===== src/hdl/alc_pkg.sv =====
// Shared types and constants for the approximate limit counter
`timescale 1ns / 1ps

package alc_pkg;

   localparam int CSR_DATA_W = 32;
   localparam int CSR_ADDR_W = 3;

   localparam logic REG_GLOBAL_LIMIT   = 1'b0;
   localparam logic REG_CLIENTS_ONLINE = 1'b1;

   localparam logic [31:0] GLOBAL_LIMIT_RESET   = 32'h8000_0000;
   localparam logic [2:0]  CLIENTS_ONLINE_RESET = 3'd4;

   typedef struct packed {
      logic        op;
      logic [1:0]  client;
      logic [31:0] delta;
   } req_type;

   typedef struct packed {
      logic        accepted;
      logic [31:0] total;
   } rsp_type;

   // controller to datapath
   typedef struct packed {
      logic capture;
      logic rd_en;
      logic rd_sum;
      logic sum_acc;
      logic local_add;
      logic fold;
      logic head1;
      logic head2;
      logic apply_delta;
      logic div_step;
      logic hand1;
      logic hand2;
      logic rsp_load;
      logic rsp_ok;
      logic rsp_sum;
   } cmd_type;

   // datapath to controller
   typedef struct packed {
      logic req_op;
      logic req_in_range;
      logic fits_local;
      logic hr_lt_delta;
      logic sum_last;
      logic div_last;
   } status_type;

endpackage


===== src/hdl/alc_datapath.sv =====
// Datapath: client counter memory, global registers, headroom, divider, result register
`timescale 1ns / 1ps

module alc_datapath #(
   parameter int NUM_CLIENTS = 4,
   parameter int COUNT_WIDTH = 32
) (
   input  logic                 clock,
   input  logic                 reset,
   input  alc_pkg::req_type     req_payload,
   input  logic [31:0]          global_limit,
   input  logic [2:0]           clients_online,
   input  alc_pkg::cmd_type     cmd,
   output alc_pkg::status_type  status,
   output alc_pkg::rsp_type     rsp_payload
);
   import alc_pkg::*;

   localparam int EW    = (COUNT_WIDTH > 32) ? COUNT_WIDTH : 32;
   localparam int IDX_W = (NUM_CLIENTS > 1) ? $clog2(NUM_CLIENTS) : 1;
   localparam int CNT_W = $clog2(COUNT_WIDTH + 1);
   localparam int CW    = COUNT_WIDTH;

   // one row holds {budget, count}
   logic [2*CW-1:0]      mem_ff [NUM_CLIENTS];
   logic [NUM_CLIENTS-1:0] valid_ff;

   logic [IDX_W-1:0] cl_ff, idx_ff, raddr;
   logic [31:0]      delta_ff;
   logic [CW-1:0]    gc_ff, gr_ff, acc_ff, t_ff, hr_ff, quo_ff, pre_ff;
   logic             under_ff;
   logic [2:0]       rem_ff;
   logic [CNT_W-1:0] div_cnt_ff;
   logic [CW-1:0]    rd_count_ff, rd_budget_ff;
   logic             rd_vld_ff;
   rsp_type          rsp_ff;

   logic [6:0]       client_ext;
   logic [EW-1:0]    limit_ext, delta_ext;
   logic [CW-1:0]    lim, delta_cw, cur_count, cur_budget, room, half, pre_in;
   logic [2:0]       divisor;
   logic [3:0]       trial, trial_diff;
   logic             trial_ge;
   logic             wr_en;
   logic [2*CW-1:0]  wr_data;
   logic [EW-1:0]    acc_ext;

   assign client_ext = {5'b0, req_payload.client};
   assign limit_ext  = EW'(global_limit);
   assign lim        = limit_ext[CW-1:0];
   assign delta_ext  = EW'(delta_ff);
   assign delta_cw   = delta_ext[CW-1:0];
   assign cur_count  = rd_vld_ff ? rd_count_ff : '0;
   assign cur_budget = rd_vld_ff ? rd_budget_ff : '0;
   assign room       = cur_budget - cur_count;
   assign divisor    = (clients_online == 3'd0) ? 3'd1 : clients_online;
   assign trial      = {rem_ff, quo_ff[CW-1]};
   assign trial_ge   = trial >= {1'b0, divisor};
   assign trial_diff = trial - {1'b0, divisor};
   assign half       = quo_ff >> 1;
   assign pre_in     = (half > gc_ff) ? gc_ff : half;
   assign raddr      = cmd.rd_sum ? idx_ff : cl_ff;
   assign acc_ext    = EW'(acc_ff);

   assign status.req_op       = req_payload.op;
   assign status.req_in_range = client_ext < 7'(NUM_CLIENTS);
   assign status.fits_local   = EW'(room) >= delta_ext;
   assign status.hr_lt_delta  = EW'(hr_ff) < delta_ext;
   assign status.sum_last     = idx_ff == IDX_W'(NUM_CLIENTS - 1);
   assign status.div_last     = div_cnt_ff == CNT_W'(COUNT_WIDTH - 1);

   assign rsp_payload = rsp_ff;

   always_comb begin
      wr_en   = cmd.local_add | cmd.fold | cmd.hand2;
      wr_data = '0;
      if (cmd.local_add) begin
         wr_data = {cur_budget, cur_count + delta_cw};
      end else if (cmd.hand2) begin
         wr_data = {quo_ff, pre_ff};
      end
   end

   // counter memory
   always_ff @(posedge clock) begin
      if (wr_en) begin
         mem_ff[cl_ff] <= wr_data;
      end
      if (cmd.rd_en) begin
         {rd_budget_ff, rd_count_ff} <= mem_ff[raddr];
         rd_vld_ff                   <= valid_ff[raddr];
      end
   end

   always_ff @(posedge clock) begin
      if (reset) begin
         valid_ff <= '0;
         gc_ff    <= '0;
         gr_ff    <= '0;
      end else begin
         if (wr_en) begin
            valid_ff[cl_ff] <= 1'b1;
         end
         if (cmd.fold) begin
            gc_ff <= gc_ff + cur_count;
            gr_ff <= gr_ff - cur_budget;
         end else if (cmd.apply_delta) begin
            gc_ff <= gc_ff + delta_cw;
         end else if (cmd.hand1) begin
            gr_ff <= gr_ff + quo_ff;
         end else if (cmd.hand2) begin
            gc_ff <= gc_ff - pre_ff;
         end
      end
   end

   always_ff @(posedge clock) begin
      if (cmd.capture) begin
         cl_ff    <= client_ext[IDX_W-1:0];
         delta_ff <= req_payload.delta;
         acc_ff   <= gc_ff;
         idx_ff   <= '0;
      end
      if (cmd.sum_acc) begin
         acc_ff <= acc_ff + cur_count;
         idx_ff <= idx_ff + 1'b1;
      end
      if (cmd.head1) begin
         under_ff <= gc_ff > lim;
         t_ff     <= lim - gc_ff;
      end
      if (cmd.head2) begin
         hr_ff <= (under_ff || (gr_ff > t_ff)) ? '0 : t_ff - gr_ff;
      end
      if (cmd.apply_delta) begin
         quo_ff     <= hr_ff - delta_cw;
         rem_ff     <= '0;
         div_cnt_ff <= '0;
      end
      if (cmd.div_step) begin
         rem_ff     <= trial_ge ? trial_diff[2:0] : trial[2:0];
         quo_ff     <= {quo_ff[CW-2:0], trial_ge};
         div_cnt_ff <= div_cnt_ff + 1'b1;
      end
      if (cmd.hand1) begin
         pre_ff <= pre_in;
      end
      if (cmd.rsp_load) begin
         rsp_ff.accepted <= cmd.rsp_ok;
         rsp_ff.total    <= cmd.rsp_sum ? acc_ext[31:0] : 32'd0;
      end
   end

endmodule


===== src/hdl/alc_ctrl.sv =====
// Controller: sequences reads, fast path, fold back, headroom, divide and hand out
`timescale 1ns / 1ps

module alc_ctrl (
   input  logic                clock,
   input  logic                reset,
   input  logic                req_valid,
   output logic                req_ready,
   output logic                rsp_valid,
   input  logic                rsp_ready,
   input  alc_pkg::status_type status,
   output alc_pkg::cmd_type    cmd
);
   import alc_pkg::*;

   typedef enum logic [11:0] {
      ST_IDLE      = 12'b0000_0000_0001,
      ST_SUM_RD    = 12'b0000_0000_0010,
      ST_SUM_ACC   = 12'b0000_0000_0100,
      ST_ADD_RD    = 12'b0000_0000_1000,
      ST_ADD_CHK   = 12'b0000_0001_0000,
      ST_HEAD1     = 12'b0000_0010_0000,
      ST_HEAD2     = 12'b0000_0100_0000,
      ST_LIMIT_CHK = 12'b0000_1000_0000,
      ST_DIV       = 12'b0001_0000_0000,
      ST_HAND1     = 12'b0010_0000_0000,
      ST_HAND2     = 12'b0100_0000_0000,
      ST_RESP      = 12'b1000_0000_0000
   } state_type;

   state_type state_ff, state_in;
   logic      ok_ff, ok_in;
   logic      sum_ff, sum_in;
   logic      rsp_valid_ff, rsp_valid_in;

   assign req_ready = state_ff == ST_IDLE;
   assign rsp_valid = rsp_valid_ff;

   always_comb begin
      state_in     = state_ff;
      ok_in        = ok_ff;
      sum_in       = sum_ff;
      rsp_valid_in = rsp_valid_ff & ~rsp_ready;
      cmd          = '0;
      cmd.rsp_ok   = ok_ff;
      cmd.rsp_sum  = sum_ff;
      unique case (state_ff)
         ST_IDLE: begin
            if (req_valid) begin
               cmd.capture = 1'b1;
               if (status.req_op) begin
                  ok_in    = 1'b1;
                  sum_in   = 1'b1;
                  state_in = ST_SUM_RD;
               end else if (!status.req_in_range) begin
                  ok_in    = 1'b0;
                  sum_in   = 1'b0;
                  state_in = ST_RESP;
               end else begin
                  sum_in   = 1'b0;
                  state_in = ST_ADD_RD;
               end
            end
         end
         ST_SUM_RD: begin
            cmd.rd_en  = 1'b1;
            cmd.rd_sum = 1'b1;
            state_in   = ST_SUM_ACC;
         end
         ST_SUM_ACC: begin
            cmd.sum_acc = 1'b1;
            state_in    = status.sum_last ? ST_RESP : ST_SUM_RD;
         end
         ST_ADD_RD: begin
            cmd.rd_en = 1'b1;
            state_in  = ST_ADD_CHK;
         end
         ST_ADD_CHK: begin
            if (status.fits_local) begin
               cmd.local_add = 1'b1;
               ok_in         = 1'b1;
               state_in      = ST_RESP;
            end else begin
               cmd.fold = 1'b1;
               state_in = ST_HEAD1;
            end
         end
         ST_HEAD1: begin
            cmd.head1 = 1'b1;
            state_in  = ST_HEAD2;
         end
         ST_HEAD2: begin
            cmd.head2 = 1'b1;
            state_in  = ST_LIMIT_CHK;
         end
         ST_LIMIT_CHK: begin
            if (status.hr_lt_delta) begin
               ok_in    = 1'b0;
               state_in = ST_RESP;
            end else begin
               cmd.apply_delta = 1'b1;
               state_in        = ST_DIV;
            end
         end
         ST_DIV: begin
            cmd.div_step = 1'b1;
            if (status.div_last) begin
               state_in = ST_HAND1;
            end
         end
         ST_HAND1: begin
            cmd.hand1 = 1'b1;
            state_in  = ST_HAND2;
         end
         ST_HAND2: begin
            cmd.hand2 = 1'b1;
            ok_in     = 1'b1;
            state_in  = ST_RESP;
         end
         ST_RESP: begin
            if (!rsp_valid_ff || rsp_ready) begin
               cmd.rsp_load = 1'b1;
               rsp_valid_in = 1'b1;
               state_in     = ST_IDLE;
            end
         end
         default: begin
            state_in = ST_IDLE;
         end
      endcase
   end

   always_ff @(posedge clock) begin
      if (reset) begin
         state_ff     <= ST_IDLE;
         rsp_valid_ff <= 1'b0;
         ok_ff        <= 1'b0;
         sum_ff       <= 1'b0;
      end else begin
         state_ff     <= state_in;
         rsp_valid_ff <= rsp_valid_in;
         ok_ff        <= ok_in;
         sum_ff       <= sum_in;
      end
   end

endmodule


===== src/hdl/approximate_limit_counter_top.sv =====
// Top level of the approximate limit counter: registers, controller and datapath
//
//  channel | direction | handshake              | payload
//  req     | in        | req_valid / req_ready  | req_payload (op, client, delta)
//  rsp     | out       | rsp_valid / rsp_ready  | rsp_payload (accepted, total)
//  csr     | in/out    | csr_psel / csr_penable | paddr, pwdata, prdata
//
// A read does one memory read and one add per client.
// An add on the fast path only updates the local count; the slow path folds back,
// checks headroom and runs the one-bit-a-cycle divider for the new budget.
// Synchronous reset clears all counts, budgets and the two registers to defaults.
// A new item is taken while the previous result waits; a stalled result holds
// the block in its final step until taken.
`timescale 1ns / 1ps

module approximate_limit_counter_top #(
   parameter int NUM_CLIENTS = 4,
   parameter int COUNT_WIDTH = 32
) (
   input  logic                            clock,
   input  logic                            reset,
   input  logic                            req_valid,
   output logic                            req_ready,
   input  alc_pkg::req_type                req_payload,
   output logic                            rsp_valid,
   input  logic                            rsp_ready,
   output alc_pkg::rsp_type                rsp_payload,
   input  logic                            csr_psel,
   input  logic                            csr_penable,
   input  logic                            csr_pwrite,
   input  logic [alc_pkg::CSR_ADDR_W-1:0]  csr_paddr,
   input  logic [alc_pkg::CSR_DATA_W-1:0]  csr_pwdata,
   output logic [alc_pkg::CSR_DATA_W-1:0]  csr_prdata,
   output logic                            csr_pready
);
   import alc_pkg::*;

   logic [31:0] global_limit_ff;
   logic [2:0]  clients_online_ff;
   logic        csr_wr;
   logic        reg_idx;
   cmd_type     cmd;
   status_type  status;

   assign csr_pready = 1'b1;
   assign csr_wr     = csr_psel & csr_penable & csr_pwrite;
   assign reg_idx    = csr_paddr[2];

   always_comb begin
      unique case (reg_idx)
         REG_GLOBAL_LIMIT:   csr_prdata = global_limit_ff;
         REG_CLIENTS_ONLINE: csr_prdata = {29'd0, clients_online_ff};
         default:            csr_prdata = '0;
      endcase
   end

   always_ff @(posedge clock) begin
      if (reset) begin
         global_limit_ff   <= GLOBAL_LIMIT_RESET;
         clients_online_ff <= CLIENTS_ONLINE_RESET;
      end else if (csr_wr) begin
         unique case (reg_idx)
            REG_GLOBAL_LIMIT:   global_limit_ff   <= csr_pwdata;
            REG_CLIENTS_ONLINE: clients_online_ff <= csr_pwdata[2:0];
            default: ;
         endcase
      end
   end

   alc_ctrl u_ctrl (
      .clock     (clock),
      .reset     (reset),
      .req_valid (req_valid),
      .req_ready (req_ready),
      .rsp_valid (rsp_valid),
      .rsp_ready (rsp_ready),
      .status    (status),
      .cmd       (cmd)
   );

   alc_datapath #(
      .NUM_CLIENTS (NUM_CLIENTS),
      .COUNT_WIDTH (COUNT_WIDTH)
   ) u_datapath (
      .clock          (clock),
      .reset          (reset),
      .req_payload    (req_payload),
      .global_limit   (global_limit_ff),
      .clients_online (clients_online_ff),
      .cmd            (cmd),
      .status         (status),
      .rsp_payload    (rsp_payload)
   );

endmodule


===== config.mk =====
export PLATFORM = sky130hd
export DESIGN_NAME = approximate_limit_counter_top
export DESIGN_NICKNAME = d
export VERILOG_FILES = /design/src/hdl/alc_pkg.sv /design/src/hdl/alc_datapath.sv /design/src/hdl/alc_ctrl.sv /design/src/hdl/approximate_limit_counter_top.sv
export SDC_FILE = /design/constraint.sdc
export NUM_CORES = 2
export LEC_CHECK = 0
export ABC_CLOCK_PERIOD_IN_PS = 13450
export BUFFER_PORTS_ARGS = -buffer_cell sky130_fd_sc_hd__buf_4
export CORE_ASPECT_RATIO = 1.75
export CORE_MARGIN = 2
export CORE_UTILIZATION = 45
export DETAILED_ROUTE_END_ITERATION = 10
export PLACE_DENSITY = 0.69
export SETUP_SLACK_MARGIN = 0.1
export SLEW_MARGIN = 20
export SYNTH_ARGS = -nofsm -noshare
export SYNTH_HDL_FRONTEND = slang
export SYNTH_HIERARCHICAL = 1
export SYNTH_SLANG_ARGS = --single-unit

===== constraint.sdc =====
create_clock -name clock -period 13.45 [get_ports clock]
set_input_delay 1.345 -clock clock [delete_from_list [all_inputs] [get_ports clock]]
set_output_delay 1.345 -clock clock [all_outputs]
set_load 0.01 [all_outputs]

# --- Word level (Yosys, flattened, before mapping) ---
# Memory sizes are Yosys's and may differ from the RTL's. A register that Yosys moved wholly into a read port is not among the register bits.
# Cells that the tools add are included.
word_totals:
  latchBits: 0
  in_bits: 77
  register_bits: 358
  wordCells: 164
  output_inout_bits: 68
  ram_bits: 256
  mem_count: 1
  mem_bits_ro: 0
classes:
  n_eq_ne: 22
  addsub: 14
  reduce_logical: 18
  shifts: 0
  multipliers: 0
  div: 0
  n_mux: 67
  bitwise_logic: 8
  order_cmp: 10
mem_list:
  columns: ["memory", "words", "word_bits", "read_ports", "rd_ports_with_merged_regs", "write_ports", "line_no", "text"]
  rows:
  - ["u_datapath.mem_ff", 4, 64, 1, 1, 1, "alc_datapath.sv:25", "logic [2*CW-1:0] mem_ff [NUM_CLIENTS];"]
op_table:
  columns: ["op", "n"]
  rows:
  - ["2-to-1 mux 32 bit", 13]
  - ["subtractor 32 bit", 6]
  - ["adder 32 bit", 5]
  - ["one-hot mux 12 bit (12 select lines)", 1]
  - ["2-to-1 mux 64 bit", 2]
  - ["2-to-1 mux 12 bit", 8]
  - ["greater-than comparator 32 bit", 2]
  - ["one-hot mux 32 bit (2 select lines)", 1]
  - ["greater-or-equal comparator 32 bit", 1]
  - ["greater-than comparator 31 x 32 -> 1 bit", 1]
  - ["< comparator 32 bit", 1]
  - ["2-to-1 mux 31 bit", 1]
  - ["2-to-1 mux 1 bit", 28]
  - ["== test 12 x 1 -> 1 bit, second input constant", 1]
  - ["== test 12 x 10 -> 1 bit, second input constant", 1]
  - ["== test 12 x 11 -> 1 bit, second input constant", 1]
  - ["== test 12 bit, second input constant", 1]
  - ["== test 12 x 2 -> 1 bit, second input constant", 1]
  - ["== test 12 x 3 -> 1 bit, second input constant", 1]
  - ["== test 12 x 4 -> 1 bit, second input constant", 1]
  - ["== test 12 x 5 -> 1 bit, second input constant", 1]
  - ["== test 12 x 6 -> 1 bit, second input constant", 1]
  - ["== test 12 x 7 -> 1 bit, second input constant", 1]
  - ["== test 12 x 8 -> 1 bit, second input constant", 1]
  - ["34 further kinds", 58]

# --- Longest topological paths before layout ---
logic_depth:
  ltp_word: 9
  ltp_mapped: 47
  ltp_nobuf: 41

# --- Modules after synthesis ---
# The synthesis kept the hierarchy.
by_module_without_submodules:
  columns: ["mod", "cells_each", "instances", "area_each_um2"]
  rows:
  - ["alc_datapath", 3778, 1, 39351.5]
  - ["approximate_limit_counter_top", 188, 1, 1819.2]
  - ["alc_ctrl", 130, 1, 1081.0]

# --- Least setup slack after synthesis ---
# OpenSTA, ideal clock, no wires.
synth_path:
  kind: "reg-to-reg"
  start: "register u_datapath.rd_vld_ff"
  end: "memory u_datapath/mem_ff[1][0] in the netlist's numbering (enable)"
  arrival_ns: 10.549
  t_required_ns: 12.869
  setup_time_ns: 0.581
  slack_ns: 2.320
  path_stages_with_launch: 32
  cell_sequence: "edfxtp_1 > clkbuf_1 > clkbuf_1 > clkbuf_1 > nand2_1 > ha_1 > a21o_1 > a21o_1 > a21o_1 > a21o_1 > a21oi_1 > nand2_1 > a2111oi_0 > o31ai_1 > a21oi_1 > xnor2_1 > ha_1 > a21oi_1 > nor2b_1 > o21ai_0 > nand2b_1 > a21oi_1 > nor2b_1 > o21ai_0 > nand2b_1 > a221oi_1 > o31ai_1 > nand2b_1 > nor4_2 > clkbuf_1 > nor3_1 > nor3b_1"
synth_lines:
  columns: ["item", "line_no", "text"]
  rows:
  - ["from (decl)", "alc_datapath.sv:35", "logic rd_vld_ff;"]
  - ["from (signal assigned)", "alc_datapath.sv:91", "rd_vld_ff <= valid_ff[raddr];"]
  - ["to (decl)", "alc_datapath.sv:25", null]

==> summary.md <==
| Metric | Value |
|---|---|
| Setup crit end kind | `flip-flop` |
| Initial antenna violation count | `1` |
| Fmax | `86.5 MHz` |
| First-pass GRT wire length | `188 mm` |
| Number of enable flip-flop cells after synthesis | `560` |
| Final hold violation count | `0` |
| CP startpoint | `u_datapath/rd_vld_ff` |
| Area contributors post-synth | `edfxtp_1 (40%), ha_1 (9.5%), dfxtp_1 (5.6%), a21oi_1 (3.7%), nand2_1 (3.7%)` |
| Fill count | `8396` |
| Layout cells sized above 1 | `10.3%` |
| Max_cap viols | `0` |
| Top cell type by total area after synthesis | `edfxtp_1` |
| Crit-path slowest cell | `edfxtp_1` |
| Cell Rows | `between 100 and 150` |
| Hold Path Origin | `u_datapath/valid_ff[1]` |
| Ys flop type | `edfxtp_1` |
| DP HPWL | `~98 mm` |
| Ports | `145` |
| Slew headroom | `a little over a fifth` |
| Initial Util | `45.5%` |
| Routing usage on met3 | `3.10%` |
| Die W | `approximately 240 µm` |
| Worst-Margin Slew | `1.14 ns` |
| Final period utilization | `85.9%` |
| Hold WS | `0.467 ns` |
| Worst-case clock buffer depth | `3` |
| Post-route ant nets | `0` |
| Clk_lat worst skew | `0.68 ns` |
| Avg Cell Area, Syn | `10.3 µm²` |
| DRT Pass-1 Iters | `5` |
| Sw Pwr | `1410 µW` |
| WP data required | `14.01 ns` |
| Final min period | `11.56 ns` |
| Routability Congestion | `0.975` |
| CTS root buf | `clkbuf_16` |
| Leak | `0.0187 µW` |
| Routed vias/inst | `between 5 and 6` |
| Num Clock Sinks | `~680` |
| Top cells by count, synth | `edfxtp_1 (560), nand2_1 (414), ha_1 (320), a21oi_1 (314), o21ai_0 (253)` |
| Initial drt markers | `2510` |
| Dpl ws | `just over 2 ns` |
| Met2 GRT Util | `46.5%` |
| Core footprint | `93000 µm²` |
| Die area | `96500 µm²` |
| CTS tree | `yes` |
| Gr usage total | `25.9%` |
| Yosys warnings | `6` |
| Final setup viols | `0` |
| CP peak stage delay | `0.95 ns` |
| CP Class | `reg -> reg` |
| Post-Syn Area | `42300 µm²` |
| Gate power share | `15.0%` |
| Class of the worst hold path | `reg -> reg` |
| Total CTS buffers | `70` |
| Met1 usage | `between 20% and 30%` |
| Worst Skew | `0.0371 ns` |
| Top Usage Layer GRT | `met2` |
| Clk pwr share | `38.4%` |
| Total power draw | `5180 µW` |
| Int Pwr | `3760 µW` |
| Synth-to-Final Area Change | `10.9%` |
| Sequential element share of the synthesized area | `45.4%` |
| Routed WL per cell | `around 23 µm` |
| Syn Nets | `4502` |
| Startpoint of the worst register-to-register path | `u_datapath/rd_vld_ff` |
| Max VDD drop | `approximately 0.084 mV` |
| Setup TNS | `0 ns` |
| PostCTS Resize Cnt | `0` |
| Seq pwr share | `between 40% and 50%` |
| Count leader, synth | `edfxtp_1` |
| Buffers on Ports | `~140` |
| Post-synthesis instance total | `4096` |
| Crit path DAT | `12.11 ns` |
| H-tree levels | `3` |
| CP Max Fanout | `between 50 and 60` |
| GRT overflow | `0` |
| Final slew viol count | `0` |
| Number of global-route vias before repair | `31700` |
| CP most frequent cell | `o21ai_0` |
| Clock transition at path regs | `0.07 ns` |
| Pin count of the biggest net entering global routing | `106` |
| Setup Fix Bufs, Post-CTS | `0` |
| Routed WL | `126 mm` |
| Final net count | `about 4600` |
| Flops & latches, synth | `between 600 and 700` |
| Yosys top cell area share | `39.8%` |
| Post-route DRC violation count | `0` |
| Crit path launch type | `flip-flop` |
| Synth cell types | `86` |
| Status | `complete, no violations` |
| Die Y | `409 µm` |
| Power density over cell area | `110 nW/µm²` |
| Unrepaired setup endpoints after global routing | `false` |
| Switching share of power | `27.3%` |
| Via count | `32200` |
| Post-synth ARST share | `0%` |
| Hold Buf Count CTS | `0` |
| Slack of the critical path | `1.89 ns` |
[placed cells by master (no fill, tap or decap), drive strengths merged, types with 20 or more instances in the layout]
master  instances
ha            320
nand3          70
o21ai         257
nand2         414
buf           189
xor2          115
or3            23
o31ai          29
nor2b          65
a31oi          29
a21oi         315
a21o          173
nor2          245
nand2b        103
clkbuf         90
o21a           48
and2           79
mux4           65
edfxtp        560
o21bai         30
mux2i          54
xnor2         149
and3           20
a211oi         65
nand4          42
nor4           23
nor3           65
dfxtp         118
clkinv         22
inv           212
[flip-flops by register name, indices dropped and copies added (netlist names), 4 cells and up]
| register | flops |
|---|---|
| global_limit_ff | 32 |
| u_ctrl/state_ff | 12 |
| u_datapath/acc_ext | 32 |
| u_datapath/delta_cw | 32 |
| u_datapath/div_cnt_ff | 6 |
| u_datapath/gc_ff | 32 |
| u_datapath/gr_ff | 32 |
| u_datapath/hr_ff | 32 |
| u_datapath/mem_ff | 256 |
| u_datapath/pre_ff | 32 |
| u_datapath/quo_ff | 32 |
| u_datapath/rd_budget_ff | 32 |
| u_datapath/rd_count_ff | 32 |
| u_datapath/rsp_payload | 33 |
| u_datapath/t_ff | 32 |
| u_datapath/valid_ff | 4 |
[kinds of logic (layout without fill, tap and decap cells)]
family,after synthesis,after routing,synth area share (%)
AO/OA/AOI/OAI,1084,1084,16.2
XOR/XNOR,264,264,5.47
adder cells (fa/ha/maj),329,329,9.90
buffers and inverters,378,523,3.62
flip-flops,678,678,45.4
multiplexers,129,129,5.01
other,3,6,0.0266
AND/OR/NAND/NOR,1231,1231,14.4
[area by class of cell]
| type | instances | area (µm²) | area share (%) |
|---|---|---|---|
| antenna | 3 | 7.51 | 0.0160 |
| clock buffer | 90 | 1910 | 4.07 |
| clock inverter | 38 | 397 | 0.847 |
| inverter | 206 | 773 | 1.65 |
| multi-input combinational | 3040 | 21700 | 46.2 |
| sequential | 678 | 19200 | 40.9 |
| tap | 1200 | 1500 | 3.20 |
| timing repair buffer | 189 | 1430 | 3.05 |
[per-stage QoR]
stage,utilization [%],instances,area (µm²)
2_1_floorplan,-,4096,42300
3_3_place_gp,47.9,5313,44500
3_5_place_dp,47.9,5313,44500
4_1_cts,50.4,5441,46800
5_1_grt,50.4,5441,46800
6_report,50.4,5444,46900
[final timing paths]
kind / end / slack, ns / cells past startpoint
worst min-delay path: u_datapath/valid_ff[1] / 0.47 / 1
worst max-delay path: u_datapath/gc_ff[30] / 1.89 / 39
worst max register to register: u_datapath/gc_ff[30] / 1.89 / 39
worst min register to register: u_datapath/valid_ff[1] / 0.47 / 1
[metal layers]
layer,wire length [µm],share of wire [%]
met2,63400,50
met3,6460,5.1
met5,13,0.010
met1,46900,37
met4,9660,7.6
[power by group through the flow]
stage               sequential, µW  clock, µW  combinational [µW]
global route                  2420       2100                 852
floorplan                     2390          0                 570
CTS                           2410       2030                 773
detailed placement            2460          0                 768
global placement              2460          0                 759
finish                        2410       1990                 776
[critical path: cells and delay by family (launching register included)]
kind / cells / cell delay [ns]
xor gates and xnor gates: 1 / 0.18
AOI/OAI and AO/OA: 23 / 6.12
DFF: 1 / 0.95
adders and majority gates: 3 / 0.89
buffers and inverters: 2 / 0.97
and+or+nand+nor: 10 / 2.30
No activity file was read; power rests on OpenSTA's default activity.
